File: src/rtl/core/dsl_pkg.sv
// ----------------------------------------------------------------------------
// dsl_pkg
// Shared types, codes and sizes of the discrete sampler lookup table.
// ----------------------------------------------------------------------------
package dsl_pkg;

  localparam int TABLE_DEPTH  = 10000;
  localparam int MAX_OUTCOMES = 256;
  localparam int MASS_BITS    = 16;
  localparam int RADIX        = 10;

  localparam int DIGITS_W  = 3;
  localparam int OPCODE_W  = 2;
  localparam int MASS_W    = 16;
  localparam int RND_BITS  = 32;
  localparam int OUTCOME_W = 9;
  localparam int STATUS_W  = 2;
  localparam int FILL_W    = 14;

  localparam int SCALE_W = $clog2(TABLE_DEPTH + 1);
  localparam int ADDR_W  = $clog2(TABLE_DEPTH);
  localparam int CNT_W   = $clog2(MAX_OUTCOMES + 1);
  localparam int PROD_W  = MASS_BITS + SCALE_W;

  // Remainder unit: this many dividend bits are retired per cycle
  localparam int MOD_BITS_PER_CYCLE = 4;
  localparam int MOD_CYCLES         = RND_BITS / MOD_BITS_PER_CYCLE;
  localparam int MOD_CNT_W          = $clog2(MOD_CYCLES);

  // Command queue between front and back; depth is a power of two
  localparam int QUEUE_DEPTH = 2;
  localparam int QPTR_W      = $clog2(QUEUE_DEPTH);
  localparam int QCNT_W      = $clog2(QUEUE_DEPTH + 1);

  localparam logic [OPCODE_W-1:0] OP_START  = 2'd0;
  localparam logic [OPCODE_W-1:0] OP_LOAD   = 2'd1;
  localparam logic [OPCODE_W-1:0] OP_FINISH = 2'd2;
  localparam logic [OPCODE_W-1:0] OP_SAMPLE = 2'd3;

  localparam logic [STATUS_W-1:0] ST_OK        = 2'd0;
  localparam logic [STATUS_W-1:0] ST_NOT_READY = 2'd1;
  localparam logic [STATUS_W-1:0] ST_CLIPPED   = 2'd2;
  localparam logic [STATUS_W-1:0] ST_TOO_MANY  = 2'd3;

  localparam logic [DIGITS_W-1:0] DIGITS_RESET = 3'd4;

  typedef struct packed {
    logic [OPCODE_W-1:0] opcode;
    logic [MASS_W-1:0]   mass_fraction;
    logic [RND_BITS-1:0] random_word;
  } item_t;

  typedef struct packed {
    logic [OUTCOME_W-1:0] outcome;
    logic [STATUS_W-1:0]  status;
    logic [FILL_W-1:0]    fill_level;
  } result_t;

  // Classified command handed from front to back
  typedef struct packed {
    logic [OPCODE_W-1:0] op;
    logic [SCALE_W-1:0]  count;
    logic [RND_BITS-1:0] random_word;
  } cmd_t;

  localparam int SCALE_1 = RADIX;
  localparam int SCALE_2 = SCALE_1 * RADIX;
  localparam int SCALE_3 = SCALE_2 * RADIX;
  localparam int SCALE_4 = SCALE_3 * RADIX;

  // Table size for a digit count: zero counts as one, above four as four
  function automatic logic [SCALE_W-1:0] scale_of(input logic [DIGITS_W-1:0] digits);
    logic [SCALE_W-1:0] s;
    unique case (digits) inside
      3'd0, 3'd1: s = SCALE_W'((SCALE_1 < TABLE_DEPTH) ? SCALE_1 : TABLE_DEPTH);
      3'd2:       s = SCALE_W'((SCALE_2 < TABLE_DEPTH) ? SCALE_2 : TABLE_DEPTH);
      3'd3:       s = SCALE_W'((SCALE_3 < TABLE_DEPTH) ? SCALE_3 : TABLE_DEPTH);
      default:    s = SCALE_W'((SCALE_4 < TABLE_DEPTH) ? SCALE_4 : TABLE_DEPTH);
    endcase
    return s;
  endfunction

endpackage

File: src/rtl/core/dsl_queue.sv
// ----------------------------------------------------------------------------
// dsl_queue
// Short command queue that decouples the front from the back.
// ----------------------------------------------------------------------------
module dsl_queue import dsl_pkg::*; (
  input  logic clk,
  input  logic rst,
  input  logic push_valid,
  output logic push_ready,
  input  cmd_t push_data,
  output logic pop_valid,
  input  logic pop_ready,
  output cmd_t pop_data
);

  cmd_t              entries [QUEUE_DEPTH];
  logic [QPTR_W-1:0] wr_ptr;
  logic [QPTR_W-1:0] rd_ptr;
  logic [QCNT_W-1:0] count;
  logic              push_fire;
  logic              pop_fire;

  assign push_ready = count != QCNT_W'(QUEUE_DEPTH);
  assign pop_valid  = count != '0;
  assign pop_data   = entries[rd_ptr];
  assign push_fire  = push_valid && push_ready;
  assign pop_fire   = pop_valid && pop_ready;

  always_ff @(posedge clk) begin
    if (push_fire) begin
      entries[wr_ptr] <= push_data;
    end
  end

  always_ff @(posedge clk) begin
    if (rst) begin
      wr_ptr <= '0;
      rd_ptr <= '0;
      count  <= '0;
    end else begin
      if (push_fire) begin
        wr_ptr <= wr_ptr + 1'b1;
      end
      if (pop_fire) begin
        rd_ptr <= rd_ptr + 1'b1;
      end
      case ({push_fire, pop_fire})
        2'b10:   count <= count + 1'b1;
        2'b01:   count <= count - 1'b1;
        default: count <= count;
      endcase
    end
  end

endmodule

File: config.mk
export PLATFORM = sky130hd
export DESIGN_NAME = dsl_queue
export DESIGN_NICKNAME = d
export VERILOG_FILES = /design/src/rtl/core/dsl_pkg.sv /design/src/rtl/core/dsl_queue.sv
export SDC_FILE = /design/constraint.sdc
export NUM_CORES = 1
export LEC_CHECK = 0
export BUFFER_PORTS_ARGS = -buffer_cell sky130_fd_sc_hd__buf_2
export CAP_MARGIN = 0
export CORE_ASPECT_RATIO = 0.8
export CORE_MARGIN = 2
export CORE_UTILIZATION = 50
export CTS_CLUSTER_SIZE = 10
export DETAILED_ROUTE_END_ITERATION = 7
export GPL_TIMING_DRIVEN = 0
export PLACE_DENSITY = 0.86
export SYNTH_ARGS = -nofsm -noshare
export SYNTH_HDL_FRONTEND = slang
export SYNTH_SLANG_ARGS = --single-unit
File: constraint.sdc
create_clock -name clk -period 2.5 [get_ports clk]
set_clock_uncertainty 0.1 [all_clocks]
set_input_delay 0.5 -clock clk [delete_from_list [all_inputs] [get_ports clk]]
set_output_delay 0.5 -clock clk [all_outputs]
set_load 0.02 [all_outputs]
==> results of run 1 <==
## per-stage QoR
stage          setup TNS, ns  total power [uW]
6_report                   0              4560
5_1_grt                    0              4779
4_1_cts                    0              4621
3_5_place_dp               0              3729
3_3_place_gp          -23.87              3678
2_1_floorplan              0              3255
## synth_stat cells
cell	instances	area, um^2
edfxtp_1	96	2883
mux2_2	48	540.5
nor2_1	3	11.26
a21bo_2	1	10.01
nand2b_1	1	6.260
buf_4	2	15.01
or2_2	1	6.260
nand3b_1	1	7.510
inv_1	1	3.750
dfxtp_1	5	100.1
a21oi_1	2	10.01
xor2_1	1	8.760
ha_1	1	12.51
or3_1	1	6.260
and3_1	1	6.260
nand2_1	1	3.750
o21ai_0	1	5.000
buf_2	3	15.01
o21a_1	1	7.510
xnor2_1	2	17.52
## layout make-up
class,instances,area [um^2],area share (%)
timing repair buffer,103,545.5,12.12
sequential,101,2983,66.30
inverter,1,3.754,0.08343
multi-input combinational,66,660.6,14.68
tap,87,108.9,2.419
clock buffer,11,131.4,2.920
buffer,5,30.03,0.6674
clock inverter,5,36.28,0.8065
## power by group through the flow
stage                     Clock [uW]  Combinational (uW)  Sequential [uW]
after global placement             0                1440             2240
after floorplan                    0                1030             2230
after CTS                        923                1490             2200
after detailed placement           0                1490             2240
final                            891                1470             2200
after global routing             984                1570             2220
## routing by layer
metal  part of all wire (%)  global-route usage (%)  up-vias
li1                       -                       -      905
met1                     42                   18.26      931
met2                     47                   24.39       83
met3                    9.0                   7.137        9
met4                    1.5                   5.342        0
met5                      0                       0        -
## cell families after synthesis
| logic type | Yosys count | synth area share [%] |
|---|---|---|
| mux | 48 | 14.70 |
| fa+ha+maj | 1 | 0.3403 |
| simple gates | 9 | 1.294 |
| xor+xnor | 3 | 0.7149 |
| compound gates | 5 | 0.8849 |
| flops | 101 | 81.14 |
| buf+inv | 6 | 0.9187 |
## registers in the layout, summed over array words and instances (netlist names), named ones only
signal,count
count,2
entries,96
rd_ptr,1
wr_ptr,1
## how the worst max path moves through the flow
stage,from,to,slack (ns),cells past startpoint
2_1_floorplan,count[0],entries[1][0],0.05,2
3_3_place_gp,push_valid,entries[1][42],-0.37,2
3_5_place_dp,register,pop_data[15],0.52,4
4_1_cts,register,pop_data[15],0.12,4
5_1_grt,register,pop_data[15],0.02,4
6_report,register,pop_data[15],0.18,4
==> impl_metrics.toml, run 1 <==
[placement]
hpwl_mm = 3.982
dp_cells = 363
io_buffers = 101
dp_slack_ns = 0.5244
place_area_um2 = 4332
gp_congestion = 0.7015

[floorplan]
initial_utilization_pct = 52.57
design.portCount = 102
die_w_um = 99.87
die_y_um = 80.69
rows = 27
core-area_um2 = 6993
die-area_um2 = 8058

[cts]
clock_sinks = 101
cts_made_buffers = 9
postCtsHoldBufs = 0
insertion_delay_ns = 0.35
post_cts_buffers = 0
clockBufferDepth = 2
clk_pin_slew_ns = 0.09
cts_tree = "yes"
clock-root-buffer = "clkbuf_8"
cts.htree.levels = 3
cts_resized = 0

[finish]
layout.nets = 340
areaGrowthSynthToFinish_pct = 22.40
design_area_um2 = 4499
post-route-util_pct = 64.34
fillers = 512
final_cell_mix = "buf_2 (104), edfxtp_1 (96), mux2_2 (48)"
drive_gt1_share_pct = 59.25
n_antenna_cell = 0
final_common_cell = "buf_2"
fin_cells = 379

[critical_path]
critPathSlowestCell = "mux2_2"
setup.worst_path.end_class = "output pin"
r2r-end = "entries[1][47]"
reg2reg_setup_slack_ns = 0.58
crit_path_cell_trace = "buf_2 -> buf_4 -> mux2_2 -> buf_2"
crit_buf_inv = 3
worstSetupPathType = "reg -> out"
path_common_cell = "buf_2"
startpoint_type = "register"
crit_required_ns = 1.90
r2r_start = "count[0]"
crit_path_max_incr_delay_ns = 0.35
crit_family = "buffers and inverters"
cp.arrival_ns = 1.72
path_max_fanout = 10
r2r.worst_path.cells = 3

[sta]
fin_crit_ns = 2.321
period_share_pct = 92.85
maxSlewViolCount = 0
finalHoldViolations = 0
rsz0062_at_grt = "false"
worstMarginPinSlew_ns = 0.6136
whs_ns = 0.2264
fmax_mhz = 430.8
fin_ws_ns = 0.1788
timing.slew.headroom_pct = 59.09
setup_viol = 0

[power_and_ir_drop]
p_sw_uw = 1450
comb_power_share_pct = 32.2
powerDensity_nw_per_um2 = 1013
vdd_ir_drop_max_mv = 0.5452
netSwitchingFraction_pct = 31.80
internal-power_uw = 3110
leakagePower_uw = 0.001686
pwr-share-clk_pct = 19.5
power_frac_seq_pct = 48.3

[synth]
syn_nets = 226
ys_seq_area_share_pct = 81.14
ys_types = 20
synth.avg_cell_area_um2 = 21.25
syn-cell-area_um2 = 3676
synth_warnings = 0
synth-seq-cells = 101
syn_inst = 173

[drt]
drtIter0Drc = 82
drc = 0
wirelength_mm = 5.907
vias = 1928
drt.antenna.violating_nets = 0
drtPass1Iterations = 4
avgRoutedWirePerCell_um = 15.59
viasPerCell = 5.087

[worst_hold_path]
whs_path_depth = 1
min_from = "push_data[10]"
hold_end = "entries[1][10]"
hold_path_class = "in -> reg"

[outcome]
status = "complete, no violations"

[job]
cap_violations = 0

[grt]
grt_use_total_pct = 15.22
grt_max_degree = 26
grt_overflow = 0
grt_first_pass_wirelength_mm = 9.045
grt_pass1_vias = 1931
antenna_found_initial = 0
Note: power is estimated with default switching activity, not from simulation.
==> inputs of run 2 (changes only) <==
- BUFFER_PORTS_ARGS: -buffer_cell sky130_fd_sc_hd__buf_2 -> unset
- DONT_BUFFER_PORTS: unset -> 1
- MAX_ROUTING_LAYER: unset -> met4
- PLACE_DENSITY: 0.86 -> 0.74
==> run 2 against run 1 <==
Compared with the run above: sequential power hardly changed; cell area shrank 11%; cell count decreased by 27%; utilization down 7.0 points; critical path type unchanged.
==> impl_metrics.toml, run 2 (synthesis gave the netlist of run 1 again) <==
[sta]
fin_crit_ns = 2.204
maxSlewViolCount = 0
rsz0062_at_grt = "false"
timing.slew.headroom_pct = 31.30
worstMarginPinSlew_ns = 1.029
period_share_pct = 88.17
fmax_mhz = 453.7
whs_ns = 0.1151
setup_viol = 0
finalHoldViolations = 0

[drt]
drt.antenna.violating_nets = 0
viasPerCell = 5.480
wirelength_mm = 5.513
vias = 1507
drc = 0
drtPass1Iterations = 4
drtIter0Drc = 90
avgRoutedWirePerCell_um = 20.05

[critical_path]
path_max_fanout = 10
reg2reg_setup_slack_ns = 0.33
r2r_start = "count[0]"
r2r-end = "entries[0][21]"
setup.worst_path.end_class = "output pin"
startpoint_type = "register"
cp.arrival_ns = 1.60
worstSetupPathType = "reg -> out"
crit_path_max_incr_delay_ns = 0.42
crit_path_cell_trace = "buf_2 -> buf_4 -> mux2_2"
r2r.worst_path.cells = 3
critPathSlowestCell = "mux2_2"
crit_required_ns = 1.90

[placement]
hpwl_mm = 3.778
gp_congestion = 0.7980
io_buffers = 0
place_area_um2 = 3806

[cts]
cts.htree.levels = 3
clock-root-buffer = "clkbuf_8"
clockBufferDepth = 2
cts_made_buffers = 9
cts_tree = "yes"
post_cts_buffers = 0
postCtsHoldBufs = 0
clk_pin_slew_ns = 0.08
insertion_delay_ns = 0.34
clock_sinks = 101
cts_resized = 0

[grt]
grt_overflow = 0
grt_use_total_pct = 14.50
grt_pass1_vias = 1596
grt_max_degree = 49
grt_first_pass_wirelength_mm = 8.031
antenna_found_initial = 0

[worst_hold_path]
min_from = "rst"
whs_path_depth = 1
hold_path_class = "in -> reg"
hold_end = "wr_ptr"

[power_and_ir_drop]
netSwitchingFraction_pct = 30.03
p_sw_uw = 1326
internal-power_uw = 3090
pwr-share-clk_pct = 23.3
power_frac_seq_pct = 50.0
vdd_ir_drop_max_mv = 0.5176
comb_power_share_pct = 26.8
p_total_uw = 4416
leakagePower_uw = 0.001298
powerDensity_nw_per_um2 = 1101

[finish]
final_cell_mix = "edfxtp_1 (96), mux2_2 (48), clkbuf_8 (9)"
final_common_cell = "edfxtp_1"
largest_reg_flops = 96
design_area_um2 = 4009
drive_gt1_share_pct = 37.77
regMostFlops = "entries"
fillers = 510
top_regs = "entries x96, count x2"
layout.nets = 238
n_antenna_cell = 0
areaGrowthSynthToFinish_pct = 9.054

[floorplan]
die-area_um2 = 8058
initial_utilization_pct = 52.57
die_y_um = 80.69
design.portCount = 102
rows = 27
core-area_um2 = 6993
die_w_um = 99.87

[job]
cap_violations = 0

[outcome]
status = "complete, no violations"
[run 2: cell count changes in the layout (fill, tap and decap cells not counted)]
cell       before  now
buf_12          2    1
buf_2         104    3
bufinv_16       0    2
clkbuf_1        2    1
clkinv_1        1    0
clkinv_4        1    0
inv_6           1    0
[run 2: cell type report]
cell class	count	area (um^2)	area share [%]
timing repair buffer	1	20.02	0.4994
clock buffer	10	127.6	3.184
sequential	101	2983	74.41
inverter	1	3.754	0.09363
buffer	5	30.03	0.7491
clock inverter	4	75.07	1.873
tap	87	108.9	2.715
multi-input combinational	66	660.6	16.48
[run 2: worst max path at each step]
stage | endpoint | slack [ns] | cells past startpoint
global route | pop_data[13] | 0.15 | 3
finish | pop_data[16] | 0.30 | 3
detailed placement | entries[0][8] | 0.29 | 3
CTS | pop_data[13] | 0.22 | 3
floorplan | entries[1][0] | 0.05 | 2
global placement | entries[1][17] | -0.34 | 2
[run 2: power by group through the flow]
| stage | clock network, uW | registers (uW) | logic [uW] |
|---|---|---|---|
| final | 1030 | 2210 | 1180 |
| after detailed placement | 0 | 2250 | 1190 |
| after CTS | 1060 | 2210 | 1200 |
| after global routing | 1130 | 2230 | 1260 |
| after floorplan | 0 | 2230 | 1030 |
| after global placement | 0 | 2240 | 1150 |
[run 2: worst max-delay path, delay by kind of cell (launching register included)]
kind | cells | cell delay (ns)
buffers and inverters | 2 | 0.49
multiplexers | 1 | 0.42
flip-flops | 1 | 0.35
[run 2: metrics by stage]
stage	TNS (ns)	util [%]	std cells	setup slack, ns
6_report	0	57.33	275	0.2957
5_1_grt	0	57.33	275	0.1519
4_1_cts	0	57.33	275	0.2249
3_5_place_dp	0	54.43	261	0.2923
3_3_place_gp	-22.35	54.12	260	-0.3440
2_1_floorplan	0	-	173	0.05386
[run 2: metal layers]
layer | GRT usage (%) | share of wire [%]
met2 | 24.80 | 49
met5 | - | 0
met3 | 10.62 | 15
met1 | 12.18 | 35
met4 | 5.068 | 1.6
