## src/rtl/core/dsl_pkg.sv

```systemverilog
// ----------------------------------------------------------------------------
// dsl_pkg
// Shared types, codes and sizes of the discrete sampler lookup table.
// ----------------------------------------------------------------------------
package dsl_pkg;

  localparam int TABLE_DEPTH  = 10000;
  localparam int MAX_OUTCOMES = 256;
  localparam int MASS_BITS    = 16;
  localparam int RADIX        = 10;

  localparam int DIGITS_W  = 3;
  localparam int OPCODE_W  = 2;
  localparam int MASS_W    = 16;
  localparam int RND_BITS  = 32;
  localparam int OUTCOME_W = 9;
  localparam int STATUS_W  = 2;
  localparam int FILL_W    = 14;

  localparam int SCALE_W = $clog2(TABLE_DEPTH + 1);
  localparam int ADDR_W  = $clog2(TABLE_DEPTH);
  localparam int CNT_W   = $clog2(MAX_OUTCOMES + 1);
  localparam int PROD_W  = MASS_BITS + SCALE_W;

  // Remainder unit: this many dividend bits are retired per cycle
  localparam int MOD_BITS_PER_CYCLE = 4;
  localparam int MOD_CYCLES         = RND_BITS / MOD_BITS_PER_CYCLE;
  localparam int MOD_CNT_W          = $clog2(MOD_CYCLES);

  // Command queue between front and back; depth is a power of two
  localparam int QUEUE_DEPTH = 2;
  localparam int QPTR_W      = $clog2(QUEUE_DEPTH);
  localparam int QCNT_W      = $clog2(QUEUE_DEPTH + 1);

  localparam logic [OPCODE_W-1:0] OP_START  = 2'd0;
  localparam logic [OPCODE_W-1:0] OP_LOAD   = 2'd1;
  localparam logic [OPCODE_W-1:0] OP_FINISH = 2'd2;
  localparam logic [OPCODE_W-1:0] OP_SAMPLE = 2'd3;

  localparam logic [STATUS_W-1:0] ST_OK        = 2'd0;
  localparam logic [STATUS_W-1:0] ST_NOT_READY = 2'd1;
  localparam logic [STATUS_W-1:0] ST_CLIPPED   = 2'd2;
  localparam logic [STATUS_W-1:0] ST_TOO_MANY  = 2'd3;

  localparam logic [DIGITS_W-1:0] DIGITS_RESET = 3'd4;

  typedef struct packed {
    logic [OPCODE_W-1:0] opcode;
    logic [MASS_W-1:0]   mass_fraction;
    logic [RND_BITS-1:0] random_word;
  } item_t;

  typedef struct packed {
    logic [OUTCOME_W-1:0] outcome;
    logic [STATUS_W-1:0]  status;
    logic [FILL_W-1:0]    fill_level;
  } result_t;

  // Classified command handed from front to back
  typedef struct packed {
    logic [OPCODE_W-1:0] op;
    logic [SCALE_W-1:0]  count;
    logic [RND_BITS-1:0] random_word;
  } cmd_t;

  localparam int SCALE_1 = RADIX;
  localparam int SCALE_2 = SCALE_1 * RADIX;
  localparam int SCALE_3 = SCALE_2 * RADIX;
  localparam int SCALE_4 = SCALE_3 * RADIX;

  // Table size for a digit count: zero counts as one, above four as four
  function automatic logic [SCALE_W-1:0] scale_of(input logic [DIGITS_W-1:0] digits);
    logic [SCALE_W-1:0] s;
    unique case (digits) inside
      3'd0, 3'd1: s = SCALE_W'((SCALE_1 < TABLE_DEPTH) ? SCALE_1 : TABLE_DEPTH);
      3'd2:       s = SCALE_W'((SCALE_2 < TABLE_DEPTH) ? SCALE_2 : TABLE_DEPTH);
      3'd3:       s = SCALE_W'((SCALE_3 < TABLE_DEPTH) ? SCALE_3 : TABLE_DEPTH);
      default:    s = SCALE_W'((SCALE_4 < TABLE_DEPTH) ? SCALE_4 : TABLE_DEPTH);
    endcase
    return s;
  endfunction

endpackage

```

## src/rtl/core/dsl_front.sv

```systemverilog
// ----------------------------------------------------------------------------
// dsl_front
// Accepts input transactions, scales the mass into an entry count and
// registers the classified command for the queue.
// ----------------------------------------------------------------------------
module dsl_front import dsl_pkg::*; (
  input  logic               clk,
  input  logic               rst,
  input  logic               item_valid,
  output logic               item_ready,
  input  item_t              item,
  input  logic [SCALE_W-1:0] scale,
  output logic               cmd_valid,
  input  logic               cmd_ready,
  output cmd_t               cmd
);

  logic              stage_valid;
  cmd_t              stage;
  logic [PROD_W-1:0] product;

  assign product    = PROD_W'(item.mass_fraction[MASS_BITS-1:0]) * PROD_W'(scale);
  assign item_ready = !stage_valid || cmd_ready;
  assign cmd_valid  = stage_valid;
  assign cmd        = stage;

  always_ff @(posedge clk) begin
    if (rst) begin
      stage_valid <= 1'b0;
    end else if (item_ready) begin
      stage_valid <= item_valid;
    end
  end

  always_ff @(posedge clk) begin
    if (item_valid && item_ready) begin
      stage.op          <= item.opcode;
      stage.count       <= product[PROD_W-1:MASS_BITS];
      stage.random_word <= item.random_word;
    end
  end

endmodule

```

## config.mk

```make
export PLATFORM = sky130hd
export DESIGN_NAME = dsl_front
export DESIGN_NICKNAME = d
export VERILOG_FILES = /design/src/rtl/core/dsl_pkg.sv /design/src/rtl/core/dsl_front.sv
export SDC_FILE = /design/constraint.sdc
export NUM_CORES = 1
export LEC_CHECK = 0
export BUFFER_PORTS_ARGS = -buffer_cell sky130_fd_sc_hd__buf_4
export CORE_ASPECT_RATIO = 1.25
export CORE_MARGIN = 4
export CORE_UTILIZATION = 55
export DETAILED_ROUTE_END_ITERATION = 8
export GPL_TIMING_DRIVEN = 0
export PLACE_DENSITY = 0.77
export SETUP_SLACK_MARGIN = 0.02
export SKIP_CTS_REPAIR_TIMING = 1
export SYNTH_ARGS = -nofsm -noshare
export SYNTH_HDL_FRONTEND = slang
export SYNTH_SLANG_ARGS = --single-unit
```

## constraint.sdc

```tcl
create_clock -name clk -period 17.4 [get_ports clk]
set_clock_uncertainty 0.05 [all_clocks]
set_input_delay 1.74 -clock clk [delete_from_list [all_inputs] [get_ports clk]]
set_output_delay 1.74 -clock clk [all_outputs]
set_load 0.05 [all_outputs]
```

==> results of run 1 <==
area by class of cell:
class / count / area, sq um
plain buffers: 32 / 121
clock buffers: 6 / 129
clock inverters: 2 / 10.0
fillers: 1317 / 5550
inverters: 170 / 638
multi-input cells: 626 / 6490
flip-flops and latches: 49 / 1460
well taps: 212 / 265
repair buffers: 118 / 898
metal layers:
layer,track usage,vias to the layer above,wire length (microns)
li1,-,2973,-
met1,0.304,3360,7910
met2,0.459,208,11800
met3,0.0380,82,1120
met4,0.112,0,1100
met5,0,-,0
final timing paths:
kind                                 from        end  depth (start not counted)
worst min register to register  cmd_valid  cmd_valid                          2
worst max-delay path             item[40]    cmd[42]                         19
worst min-delay path            cmd_valid  cmd_valid                          2
worst max register to register  cmd_valid    cmd[42]                          3
state kept, by name, summed over array words and instances, names as in the netlist:
name and flops:
cmd 48, cmd_valid 1
kinds of logic (layout without fill, tap and decap cells):
family	Yosys count	after routing	synth area share
xor gates and xnor gates	15	15	0.0151
AOI/OAI and AO/OA	72	72	0.0597
and+or+nand+nor	283	283	0.161
adders and majority gates	256	256	0.509
buffers and inverters	202	328	0.0872
DFF	49	49	0.168
metrics by stage:
step | std cells | hold WS, ns | cell area [sq um]
floorplan | 877 | 1.06 | 8710
global placement | 1206 | 0.464 | 9860
detailed placement | 1207 | 0.498 | 9880
CTS | 1215 | 0.508 | 10000
global route | 1215 | 0.548 | 10000
finish | 1215 | 0.497 | 10000
cells in the final DEF (no fill, tap or decap), types with 4 or more instances in the layout:
cell type and n:
sky130_fd_sc_hd__a21o_1 7, sky130_fd_sc_hd__a21oi_1 16, sky130_fd_sc_hd__and2_1 111, sky130_fd_sc_hd__buf_4 117, sky130_fd_sc_hd__clkbuf_1 32, sky130_fd_sc_hd__clkbuf_16 5, sky130_fd_sc_hd__edfxtp_1 48, sky130_fd_sc_hd__fa_1 164
sky130_fd_sc_hd__ha_1 92, sky130_fd_sc_hd__inv_1 170, sky130_fd_sc_hd__nand2_1 132, sky130_fd_sc_hd__nand2b_1 4, sky130_fd_sc_hd__nand3_1 4, sky130_fd_sc_hd__nand4_1 7, sky130_fd_sc_hd__nor2_1 12, sky130_fd_sc_hd__nor3_1 5
sky130_fd_sc_hd__o211ai_1 4, sky130_fd_sc_hd__o21ai_0 10, sky130_fd_sc_hd__o21bai_1 4, sky130_fd_sc_hd__xnor2_1 12
Yosys cell counts, types with 2 or more instances:
cell	instances	area [sq um]
sky130_fd_sc_hd__o21a_1	2	15.0
sky130_fd_sc_hd__a31oi_1	3	18.8
sky130_fd_sc_hd__nor3_1	5	25.0
sky130_fd_sc_hd__nand2_1	132	495
sky130_fd_sc_hd__xnor2_1	12	105
sky130_fd_sc_hd__ha_1	92	1150
sky130_fd_sc_hd__a21oi_1	16	80.1
sky130_fd_sc_hd__a21o_1	7	52.6
sky130_fd_sc_hd__a211oi_1	3	22.5
sky130_fd_sc_hd__and3_2	2	15.0
sky130_fd_sc_hd__nor2_1	12	45.0
sky130_fd_sc_hd__a221oi_1	2	17.5
sky130_fd_sc_hd__o211ai_1	4	30.0
sky130_fd_sc_hd__a21boi_0	3	22.5
sky130_fd_sc_hd__xor2_1	3	26.3
sky130_fd_sc_hd__o21ai_0	10	50.1
sky130_fd_sc_hd__nand3_1	4	20.0
sky130_fd_sc_hd__o21bai_1	4	30.0
sky130_fd_sc_hd__nand4_1	7	43.8
sky130_fd_sc_hd__nand2b_1	4	25.0
sky130_fd_sc_hd__and2_1	112	701
sky130_fd_sc_hd__clkbuf_1	31	116
sky130_fd_sc_hd__o22ai_1	2	12.5
sky130_fd_sc_hd__fa_1	164	3280
sky130_fd_sc_hd__edfxtp_1	48	1440
sky130_fd_sc_hd__inv_1	170	638
worst max-delay path, delay by kind of cell:
| family | cells | cell delay (ns) |
|---|---|---|
| adder cells (fa/ha/maj) | 7 | 3.36 |
| AND/OR/NAND/NOR | 3 | 0.48 |
| buffers and inverters | 5 | 0.84 |
| AO/OA/AOI/OAI | 4 | 1.14 |
==> results_tabular.tex, run 1 <==
\begin{tabular}{lr}
\hline
Metric & Value \\
\hline
\multicolumn{2}{l}{\textbf{Detailed routing}} \\
Routed Antenna Nets & 0 \\
Router iterations before antenna repair & 5 \\
WL per Instance & 18.1 microns \\
Total DRC errors in the routed layout & 0 \\
Sum of routed wire length over all layers & 22.0 mm \\
Number of vias after detailed routing & 6623 \\
Vias per inst & 5.45 \\
Initial DRC count & 371 \\
\multicolumn{2}{l}{\textbf{Logic synthesis}} \\
Proportion of synthesized flip-flops having asynchronous set or reset & 0 \\
Post-synth EDFFs & 48 \\
Part of the Yosys area used for sequential elements & 0.168 \\
Total of warnings raised by yosys & 0 \\
Number of flip-flops and latches in the synthesized netlist & 49 \\
Post-Syn Area & 8710 sq um \\
Number of nets produced by synthesis & 1201 \\
Post-synthesis cell type count & 49 \\
Most used DFF post-synth & sky130\_fd\_sc\_hd\_\_edfxtp\_1 \\
Post-synthesis average cell area & 9.94 sq um \\
Cell count after synthesis & 877 \\
\multicolumn{2}{l}{\textbf{Cells and area}} \\
Ratio of cells with drive above 1 in the final layout & 0.139 \\
Final Core Density & 0.643 \\
Final \#Nets & 1326 \\
Post-synthesis to final-layout area growth & 15.0\% \\
Antenna Cells & 0 \\
\multicolumn{2}{l}{\textbf{Timing}} \\
Final slew viol count & 0 \\
Final-layout setup total negative slack & 0 ns \\
Crit path setup slack, layout & 9.80 ns \\
Setup repair after global routing missed its margin & false \\
Finish-stage setup viols & 0 \\
Final critical delay including setup and external delays & 7.60 ns \\
Final cycle utilization of the critical path & 0.437 \\
Actual slew at the worst max-slew pin & 0.751 ns \\
Top achievable clock speed & 0.132 GHz \\
Final hold violation count & 0 \\
Worst max-slew margin expressed relative to the limit & 0.499 \\
\multicolumn{2}{l}{\textbf{GRT}} \\
Remaining Overflow, GRT & 0 \\
Largest net degree at the start of global routing & 38 \\
Aggregate global-route resource usage & 0.256 \\
Number of antenna violations at the first check in global routing & 0 \\
Global-route wire length before repair & 35.5 mm \\
Number of global-route vias before repair & 7031 \\
\multicolumn{2}{l}{\textbf{Clock tree}} \\
TritonCTS Sinks & 49 \\
Clock Tree Root & sky130\_fd\_sc\_hd\_\_clkbuf\_16 \\
Worst skew pair latency & 0.28 ns \\
Clock transition time at the flip-flop clock pins of the worst setup and hold paths & 0.06 ns \\
Bufs on Longest Clock Path & 2 \\
Number of CTS-inserted buffers & 5 \\
CTS tree & yes \\
CTS H-tree lvls & 2 \\
\multicolumn{2}{l}{\textbf{Floorplanning}} \\
Number of cell rows & 51 \\
Count of pins on the block boundary & 118 \\
Initial cell density of the core & 0.560 \\
Die width & 121 microns \\
Total Die Area & 17900 sq um \\
CORE AREA & 15600 sq um \\
Die Y-Extent & 149 microns \\
\multicolumn{2}{l}{\textbf{Worst setup path}} \\
WP data required & 17.36 ns \\
Master of the slowest instance on the critical path & sky130\_fd\_sc\_hd\_\_o41ai\_1 \\
Data arrival at the endpoint of the critical path & 7.56 ns \\
Longest individual stage delay on the worst path & 0.66 ns \\
Startpoint class of the critical path & primary input \\
Top fanout value on the critical path & 10 \\
Crit Path Category & in -> reg \\
Register-to-register setup slack & 15.97 ns \\
Ordered cell list for the critical path & buf\_4 > clkbuf\_1 > nand2\_1 > fa\_1 > fa\_1 > inv\_1 > fa\_1 > fa\_1 > fa\_1 > inv\_1 > fa\_1 > inv\_1 > ha\_1 > a21oi\_1 > o211a\_1 > nor2\_1 > o41ai\_1 > or2\_4 > o311ai\_2 \\
Setup crit end kind & flip-flop \\
Top cell by count, worst path & sky130\_fd\_sc\_hd\_\_fa\_1 \\
\multicolumn{2}{l}{\textbf{Flow run}} \\
Max-cap violations & 0 \\
\multicolumn{2}{l}{\textbf{Placement}} \\
PortBufs & 117 \\
Final weighted congestion in routability-driven placement & 0.923 \\
Setup slack after placement & 9.58 ns \\
Dpl hpwl & 18.1 mm \\
\multicolumn{2}{l}{\textbf{Outcome}} \\
Result of the run & finished clean \\
\multicolumn{2}{l}{\textbf{Worst hold path}} \\
Class of the most critical hold timing path & reg -> reg \\
\hline
\end{tabular}
Power of run 1 is left out: the tool's default activity adds up to more than one toggle a clock period on the data nets, which glitch-free logic cannot reach.
==> run 2, diff against run 1 <==
--- a/config.mk
+++ b/config.mk
@@ -5,13 +5,14 @@
 export SDC_FILE = /design/constraint.sdc
 export NUM_CORES = 1
 export LEC_CHECK = 0
+export ABC_AREA = 1
 export BUFFER_PORTS_ARGS = -buffer_cell sky130_fd_sc_hd__buf_4
 export CORE_ASPECT_RATIO = 1.25
 export CORE_MARGIN = 4
 export CORE_UTILIZATION = 55
 export DETAILED_ROUTE_END_ITERATION = 8
 export GPL_TIMING_DRIVEN = 0
-export PLACE_DENSITY = 0.77
+export PLACE_DENSITY = 0.76
 export SETUP_SLACK_MARGIN = 0.02
 export SKIP_CTS_REPAIR_TIMING = 1
 export SYNTH_ARGS = -nofsm -noshare
==> constraint.sdc (replaced) <==
create_clock -name clk -period 7.9 [get_ports clk]
set_clock_uncertainty 0.05 [all_clocks]
set_input_delay 0.79 -clock clk [delete_from_list [all_inputs] [get_ports clk]]
set_output_delay 0.79 -clock clk [all_outputs]
set_load 0.05 [all_outputs]
==> results_tabular.tex, run 2 <==
\begin{tabular}{lr}
\hline
Metric & Value \\
\hline
\multicolumn{2}{l}{\textbf{Clock tree}} \\
TritonCTS Sinks & 49 (unchanged) \\
Worst skew pair latency & 0.28 ns (about the same) \\
Bufs on Longest Clock Path & 2 (unchanged) \\
Number of CTS-inserted buffers & 5 (unchanged) \\
CTS tree & yes (unchanged) \\
CTS H-tree lvls & 2 (unchanged) \\
Clock transition time at the flip-flop clock pins of the worst setup and hold paths & 0.06 ns (about the same) \\
Clock Tree Root & sky130\_fd\_sc\_hd\_\_clkbuf\_16 (unchanged) \\
\multicolumn{2}{l}{\textbf{Timing}} \\
Finish-stage setup viols & 0 (unchanged) \\
Final hold violation count & 0 (unchanged) \\
Worst max-slew margin expressed relative to the limit & 0.505 (was 0.499) \\
Final critical delay including setup and external delays & 6.35 ns \\
Actual slew at the worst max-slew pin & 0.743 ns (was 0.751 ns) \\
Final slew viol count & 0 (unchanged) \\
Setup repair after global routing missed its margin & false (unchanged) \\
Final cycle utilization of the critical path & 0.804 \\
Top achievable clock speed & 0.157 GHz \\
Final-layout setup total negative slack & 0 ns (unchanged) \\
\multicolumn{2}{l}{\textbf{Floorplanning}} \\
CORE AREA & 16400 sq um (was 15600 sq um) \\
Initial cell density of the core & 0.565 (was 0.560) \\
Count of pins on the block boundary & 118 (unchanged) \\
Die width & 124 microns (was 121 microns) \\
Total Die Area & 19000 sq um (was 17900 sq um) \\
Die Y-Extent & 153 microns (was 149 microns) \\
Number of cell rows & 52 (was 51) \\
\multicolumn{2}{l}{\textbf{Cells and area}} \\
FILL cells & 1495 (was 1317) \\
Final \#Nets & 1593 (was 1326) \\
Antenna Cells & 0 (unchanged) \\
Final Core Density & 0.643 (about the same) \\
Most common library cell in the layout ignoring fill and taps & sky130\_fd\_sc\_hd\_\_nand2\_1 (was sky130\_fd\_sc\_hd\_\_inv\_1) \\
Commonest cells after routing, fill and taps aside & 345 x sky130\_fd\_sc\_hd\_\_nand2\_1, 328 x sky130\_fd\_sc\_hd\_\_inv\_1, 164 x sky130\_fd\_sc\_hd\_\_fa\_1 (was 170 x sky130\_fd\_sc\_hd\_\_inv\_1, 164 x sky130\_fd\_sc\_hd\_\_fa\_1, 132 x sky130\_fd\_sc\_hd\_\_nand2\_1) \\
Max reg flops & 48 (unchanged) \\
Ratio of cells with drive above 1 in the final layout & 0.0945 (was 0.139) \\
Post-synthesis to final-layout area growth & 13.6\% (was 15.0\%) \\
\multicolumn{2}{l}{\textbf{Detailed routing}} \\
Initial DRC count & 629 (was 371) \\
WL per Instance & 15.7 microns (was 18.1 microns) \\
Total DRC errors in the routed layout & 0 (unchanged) \\
Sum of routed wire length over all layers & 23.4 mm (was 22.0 mm) \\
Vias per inst & 5.14 (was 5.45) \\
Routed Antenna Nets & 0 (unchanged) \\
Number of vias after detailed routing & 7633 (was 6623) \\
Router iterations before antenna repair & 5 (unchanged) \\
\multicolumn{2}{l}{\textbf{Logic synthesis}} \\
Proportion of synthesized flip-flops having asynchronous set or reset & 0 (unchanged) \\
Dominant cell by count in the synthesized netlist & sky130\_fd\_sc\_hd\_\_nand2\_1 (was sky130\_fd\_sc\_hd\_\_inv\_1) \\
Cell types with the largest area share after synthesis & sky130\_fd\_sc\_hd\_\_fa\_1 35\%, sky130\_fd\_sc\_hd\_\_edfxtp\_1 16\%, sky130\_fd\_sc\_hd\_\_nand2\_1 14\% (was sky130\_fd\_sc\_hd\_\_fa\_1 38\%, sky130\_fd\_sc\_hd\_\_edfxtp\_1 17\%, sky130\_fd\_sc\_hd\_\_ha\_1 13\%) \\
Area share of xor/xnor cells in the synthesized design & 0.00472 (was 0.0151) \\
Synth area leader & sky130\_fd\_sc\_hd\_\_fa\_1 (unchanged) \\
Number of nets produced by synthesis & 1479 (was 1201) \\
Post-Syn Area & 9270 sq um (was 8710 sq um) \\
Number of flip-flops and latches in the synthesized netlist & 49 (unchanged) \\
Most used DFF post-synth & sky130\_fd\_sc\_hd\_\_edfxtp\_1 (unchanged) \\
Commonest cells in the synthesized netlist & 345 x sky130\_fd\_sc\_hd\_\_nand2\_1, 328 x sky130\_fd\_sc\_hd\_\_inv\_1, 164 x sky130\_fd\_sc\_hd\_\_fa\_1 (was 170 x sky130\_fd\_sc\_hd\_\_inv\_1, 164 x sky130\_fd\_sc\_hd\_\_fa\_1, 132 x sky130\_fd\_sc\_hd\_\_nand2\_1) \\
Simple-Gate Fraction of Synth Area & 0.177 (was 0.161) \\
Post-synthesis cell type count & 26 (was 49) \\
Synth top area share & 0.354 (was 0.377) \\
Cell count after synthesis & 1155 (was 877) \\
Post-synthesis average cell area & 8.03 sq um (was 9.94 sq um) \\
Share of the synthesized area in compound gates (AO/OA/AOI/OAI) & 0.0321 (was 0.0597) \\
Multiplexer fraction of the synthesized cell area & 0 (unchanged) \\
Post-synth EDFFs & 48 (unchanged) \\
Total of warnings raised by yosys & 0 (unchanged) \\
Part of the Yosys area used for sequential elements & 0.158 (was 0.168) \\
Largest family of logic cells by synthesized area & adder cells (unchanged) \\
Adder and majority cell fraction of the synthesized area & 0.478 (was 0.509) \\
\multicolumn{2}{l}{\textbf{Worst setup path}} \\
Register-to-register setup slack & 6.30 ns (was 15.97 ns) \\
Top fanout value on the critical path & 10 (unchanged) \\
Master of the slowest instance on the critical path & sky130\_fd\_sc\_hd\_\_clkbuf\_1 (was sky130\_fd\_sc\_hd\_\_o41ai\_1) \\
Critical path's top delay family & adder cells (unchanged) \\
Longest individual stage delay on the worst path & 0.60 ns (was 0.66 ns) \\
Setup crit end kind & flip-flop (unchanged) \\
Crit Path Category & in -> reg (unchanged) \\
Combined buffer and inverter count along the critical path & 8 (was 5) \\
Ordered cell list for the critical path & clkbuf\_1 > clkbuf\_1 > nand2\_1 > inv\_1 > fa\_1 > inv\_1 > fa\_1 > inv\_1 > fa\_1 > fa\_1 > fa\_1 > inv\_1 > fa\_1 > inv\_1 > ha\_1 > nand2\_1 > nor2\_1 > inv\_1 > nor3\_1 > nand2\_1 > nand2\_1 > nand2\_1 > nand3b\_1 > nand2\_1 (was buf\_4 > clkbuf\_1 > nand2\_1 > fa\_1 > fa\_1 > inv\_1 > fa\_1 > fa\_1 > fa\_1 > inv\_1 > fa\_1 > inv\_1 > ha\_1 > a21oi\_1 > o211a\_1 > nor2\_1 > o41ai\_1 > or2\_4 > o311ai\_2) \\
WP data required & 7.88 ns (was 17.36 ns) \\
Startpoint class of the critical path & primary input (unchanged) \\
Data arrival at the endpoint of the critical path & 6.34 ns (was 7.56 ns) \\
\multicolumn{2}{l}{\textbf{GRT}} \\
Number of antenna violations at the first check in global routing & 0 (unchanged) \\
Largest net degree at the start of global routing & 20 (was 38) \\
Remaining Overflow, GRT & 0 (unchanged) \\
Met2 usage in global routing & 0.466 (was 0.459) \\
Number of global-route vias before repair & 7922 (was 7031) \\
Most congested layer reported by global routing & met2 (unchanged) \\
Global-route wire length before repair & 38.8 mm (was 35.5 mm) \\
Met3 routing resource usage after global routing & 0.0203 (was 0.0380) \\
Met1 track utilization from global routing & 0.337 (was 0.304) \\
Aggregate global-route resource usage & 0.263 (was 0.256) \\
\multicolumn{2}{l}{\textbf{Flow run}} \\
Max-cap violations & 0 (unchanged) \\
\multicolumn{2}{l}{\textbf{Placement}} \\
Dpl hpwl & 19.7 mm (was 18.1 mm) \\
PortBufs & 105 (was 117) \\
Final weighted congestion in routability-driven placement & 0.971 (was 0.923) \\
\multicolumn{2}{l}{\textbf{Worst hold path}} \\
Class of the most critical hold timing path & reg -> reg (unchanged) \\
\multicolumn{2}{l}{\textbf{Outcome}} \\
Result of the run & finished clean (unchanged) \\
\hline
\end{tabular}
==> run 2: changes by cell type after synthesis, sizes merged, moves of 5 or more <==
cell and change:
clkbuf +11, xnor2 -9, o21ai +5, nor2 +29
nand3 +16, inv +159, and2 -112, nand2 +214
o211ai -5, a21oi +10
==> run 2: worst paths after layout <==
check,from,endpoint,cells after the start
max reg2reg,cmd_valid,cmd[19],3
min,cmd_valid,cmd_valid,2
min reg2reg,cmd_valid,cmd_valid,2
max,scale[4],cmd[45],24
==> run 2: tightest hold or removal path: cells and delay by family, from the launching register on <==
family,cells,cell delay (ns)
DFF,1,0.35
and+or+nand+nor,1,0.10
AOI/OAI and AO/OA,1,0.07
==> run 2: cell type report <==
| class | instances | area [sq um] | area share |
|---|---|---|---|
| Clock buffer | 6 | 129 | 0.0122 |
| Inverter | 329 | 1230 | 0.117 |
| Tap cell | 216 | 270 | 0.0257 |
| Multi-Input combinational cell | 735 | 6430 | 0.610 |
| Buffer | 42 | 158 | 0.0150 |
| Clock inverter | 2 | 10.0 | 0.000950 |
| Sequential cell | 49 | 1460 | 0.139 |
| Timing Repair Buffer | 107 | 843 | 0.0800 |
==> run 2: cell families (layout without fill, tap and decap cells) <==
family,Yosys count,count (layout)
xor+xnor,5,5
buf+inv,371,486
compound gates,54,54
flops,49,49
simple gates,420,420
fa+ha+maj,256,256
==> run 2: stage by stage <==
step / cell area (sq um) / setup slack (ns) / hold slack (ns) / instances
6_report: 10500 / 1.55 / 0.511 / 1486
5_1_grt: 10500 / 1.20 / 0.538 / 1486
4_1_cts: 10500 / 1.57 / 0.507 / 1486
3_5_place_dp: 10400 / 1.29 / 0.494 / 1478
3_3_place_gp: 10300 / 1.31 / 0.435 / 1476
2_1_floorplan: 9270 / 2.16 / 0.809 / 1155
==> run 2: per-layer routing <==
layer,share of wire,up-vias
li1,-,3575
met1,0.37,3736
met2,0.53,262
met3,0.062,60
met4,0.041,0
met5,0,-
Power of run 2 is left out for the same reason.
==> run 3, diff against run 2 <==
--- a/config.mk
+++ b/config.mk
@@ -12,7 +12,7 @@
 export CORE_UTILIZATION = 55
 export DETAILED_ROUTE_END_ITERATION = 8
 export GPL_TIMING_DRIVEN = 0
-export PLACE_DENSITY = 0.76
+export PLACE_DENSITY = 0.79
 export SETUP_SLACK_MARGIN = 0.02
 export SKIP_CTS_REPAIR_TIMING = 1
 export SYNTH_ARGS = -nofsm -noshare
==> constraint.sdc (replaced) <==
create_clock -name clk -period 5.62 [get_ports clk]
set_clock_uncertainty 0.05 [all_clocks]
set_input_delay 0.562 -clock clk [delete_from_list [all_inputs] [get_ports clk]]
set_output_delay 0.562 -clock clk [all_outputs]
set_load 0.05 [all_outputs]
==> results_tabular.tex, run 3 (synthesis gave the netlist of run 2 again) <==
\begin{tabular}{lr}
\hline
Metric & Value \\
\hline
\multicolumn{2}{l}{\textbf{Cells and area}} \\
Final cell count without fillers & 1485 (was 1486) \\
Commonest cells after routing, fill and taps aside & 340 x sky130\_fd\_sc\_hd\_\_nand2\_1, 327 x sky130\_fd\_sc\_hd\_\_inv\_1, 163 x sky130\_fd\_sc\_hd\_\_fa\_1 (was 345 x sky130\_fd\_sc\_hd\_\_nand2\_1, 328 x sky130\_fd\_sc\_hd\_\_inv\_1, 164 x sky130\_fd\_sc\_hd\_\_fa\_1) \\
Most common library cell in the layout ignoring fill and taps & sky130\_fd\_sc\_hd\_\_nand2\_1 (unchanged) \\
Ratio of cells with drive above 1 in the final layout & 0.149 (was 0.0945) \\
Final \#Nets & 1592 (was 1593) \\
Max reg flops & 48 (unchanged) \\
Post-route design area & 10900 sq um (was 10500 sq um) \\
Antenna Cells & 0 (unchanged) \\
Post-synthesis to final-layout area growth & 17.2\% (was 13.6\%) \\
Final Core Density & 0.663 (was 0.643) \\
\multicolumn{2}{l}{\textbf{Placement}} \\
Dpl hpwl & 19.7 mm (about the same) \\
Placed Instance Area & 10400 sq um (about the same) \\
PortBufs & 105 (unchanged) \\
Count of placed standard cells including taps & 1477 (was 1478) \\
Final weighted congestion in routability-driven placement & 0.965 (was 0.971) \\
\multicolumn{2}{l}{\textbf{Detailed routing}} \\
Routed Antenna Nets & 0 (unchanged) \\
Router iterations before antenna repair & 5 (unchanged) \\
Number of vias after detailed routing & 7734 (was 7633) \\
WL per Instance & 16.0 microns (was 15.7 microns) \\
Total DRC errors in the routed layout & 0 (unchanged) \\
Sum of routed wire length over all layers & 23.8 mm (was 23.4 mm) \\
Vias per inst & 5.21 (was 5.14) \\
Initial DRC count & 573 (was 629) \\
\multicolumn{2}{l}{\textbf{Worst setup path}} \\
WP data required & 5.61 ns (was 7.88 ns) \\
Combined buffer and inverter count along the critical path & 4 (was 8) \\
Ordered cell list for the critical path & clkbuf\_2 > buf\_6 > nand2\_1 > fa\_1 > inv\_1 > fa\_1 > fa\_1 > fa\_1 > fa\_1 > fa\_1 > ha\_1 > nand2\_1 > nor2\_1 > inv\_1 > nor3\_1 > nand3\_1 > nand3\_1 > nand2\_1 (was clkbuf\_1 > clkbuf\_1 > nand2\_1 > inv\_1 > fa\_1 > inv\_1 > fa\_1 > inv\_1 > fa\_1 > fa\_1 > fa\_1 > inv\_1 > fa\_1 > inv\_1 > ha\_1 > nand2\_1 > nor2\_1 > inv\_1 > nor3\_1 > nand2\_1 > nand2\_1 > nand2\_1 > nand3b\_1 > nand2\_1) \\
Master of the slowest instance on the critical path & sky130\_fd\_sc\_hd\_\_fa\_1 (was sky130\_fd\_sc\_hd\_\_clkbuf\_1) \\
Crit Path Category & in -> reg (unchanged) \\
Setup crit end kind & flip-flop (unchanged) \\
Top cell by count, worst path & sky130\_fd\_sc\_hd\_\_fa\_1 \\
Critical path's top delay family & adder cells (unchanged) \\
Top fanout value on the critical path & 10 (unchanged) \\
Startpoint class of the critical path & primary input (unchanged) \\
Longest individual stage delay on the worst path & 0.56 ns (was 0.60 ns) \\
Data arrival at the endpoint of the critical path & 5.46 ns (was 6.34 ns) \\
\multicolumn{2}{l}{\textbf{Worst hold path}} \\
Class of the most critical hold timing path & in -> reg (was reg -> reg) \\
\multicolumn{2}{l}{\textbf{GRT}} \\
Number of antenna violations at the first check in global routing & 0 (unchanged) \\
Global-route wire length before repair & 38.4 mm (was 38.8 mm) \\
Remaining Overflow, GRT & 0 (unchanged) \\
Number of global-route vias before repair & 8209 (was 7922) \\
Aggregate global-route resource usage & 0.261 (was 0.263) \\
Largest net degree at the start of global routing & 26 (was 20) \\
\multicolumn{2}{l}{\textbf{Floorplanning}} \\
Total Die Area & 19000 sq um (unchanged) \\
Number of cell rows & 52 (unchanged) \\
Die Y-Extent & 153 microns (unchanged) \\
Die width & 124 microns (unchanged) \\
Count of pins on the block boundary & 118 (unchanged) \\
CORE AREA & 16400 sq um (unchanged) \\
Initial cell density of the core & 0.565 (unchanged) \\
\multicolumn{2}{l}{\textbf{Clock tree}} \\
CTS H-tree lvls & 2 (unchanged) \\
Clock Tree Root & sky130\_fd\_sc\_hd\_\_clkbuf\_16 (unchanged) \\
Worst skew pair latency & 0.28 ns (about the same) \\
Bufs on Longest Clock Path & 2 (unchanged) \\
Number of CTS-inserted buffers & 5 (unchanged) \\
TritonCTS Sinks & 49 (unchanged) \\
CTS tree & yes (unchanged) \\
Clock transition time at the flip-flop clock pins of the worst setup and hold paths & 0.06 ns (about the same) \\
\multicolumn{2}{l}{\textbf{Outcome}} \\
Result of the run & finished clean (unchanged) \\
\multicolumn{2}{l}{\textbf{Timing}} \\
Top achievable clock speed & 0.183 GHz \\
Worst max-slew margin expressed relative to the limit & 0.461 (was 0.505) \\
Final critical delay including setup and external delays & 5.47 ns \\
Final-layout setup total negative slack & 0 ns (unchanged) \\
Final slew viol count & 0 (unchanged) \\
Final cycle utilization of the critical path & 0.972 \\
Final hold violation count & 0 (unchanged) \\
Finish-stage setup viols & 0 (unchanged) \\
Actual slew at the worst max-slew pin & 0.807 ns (was 0.743 ns) \\
\multicolumn{2}{l}{\textbf{Flow run}} \\
Max-cap violations & 0 (unchanged) \\
\hline
\end{tabular}
[run 3: layout make-up]
cell class / count / area, sq um
multi-input cells: 735 / 6560
fillers: 1414 / 5530
flip-flops and latches: 49 / 1460
inverters: 329 / 1230
repair buffers: 109 / 838
plain buffers: 39 / 309
well taps: 216 / 270
clock buffers: 5 / 125
clock inverters: 3 / 65.1
[run 3: worst paths after layout]
kind | depth (start not counted) | slack [ns] | startpoint | end
worst max-delay path | 18 | 0.15 | scale[8] | cmd[40]
worst min-delay path | 2 | 0.39 | rst | cmd_valid
worst max register to register | 2 | 3.98 | cmd_valid | cmd[35]
worst min register to register | 2 | 0.52 | cmd_valid | cmd_valid
[run 3: routing by layer]
metal / routed length (microns) / part of all wire / global-route usage
met1: 8420 / 0.35 / 0.315
met2: 12600 / 0.53 / 0.465
met3: 1510 / 0.064 / 0.0229
met4: 1210 / 0.051 / 0.115
met5: 0 / 0 / 0
[run 3: through the flow]
stage                     hold WS, ns  setup WS (ns)
final                           0.394          0.155
after global routing            0.382       -0.00462
after CTS                       0.385         -0.491
after detailed placement        0.514         -0.776
after global placement          0.431         -0.725
after floorplan                 0.581          0.113
Power of run 3 is left out for the same reason.
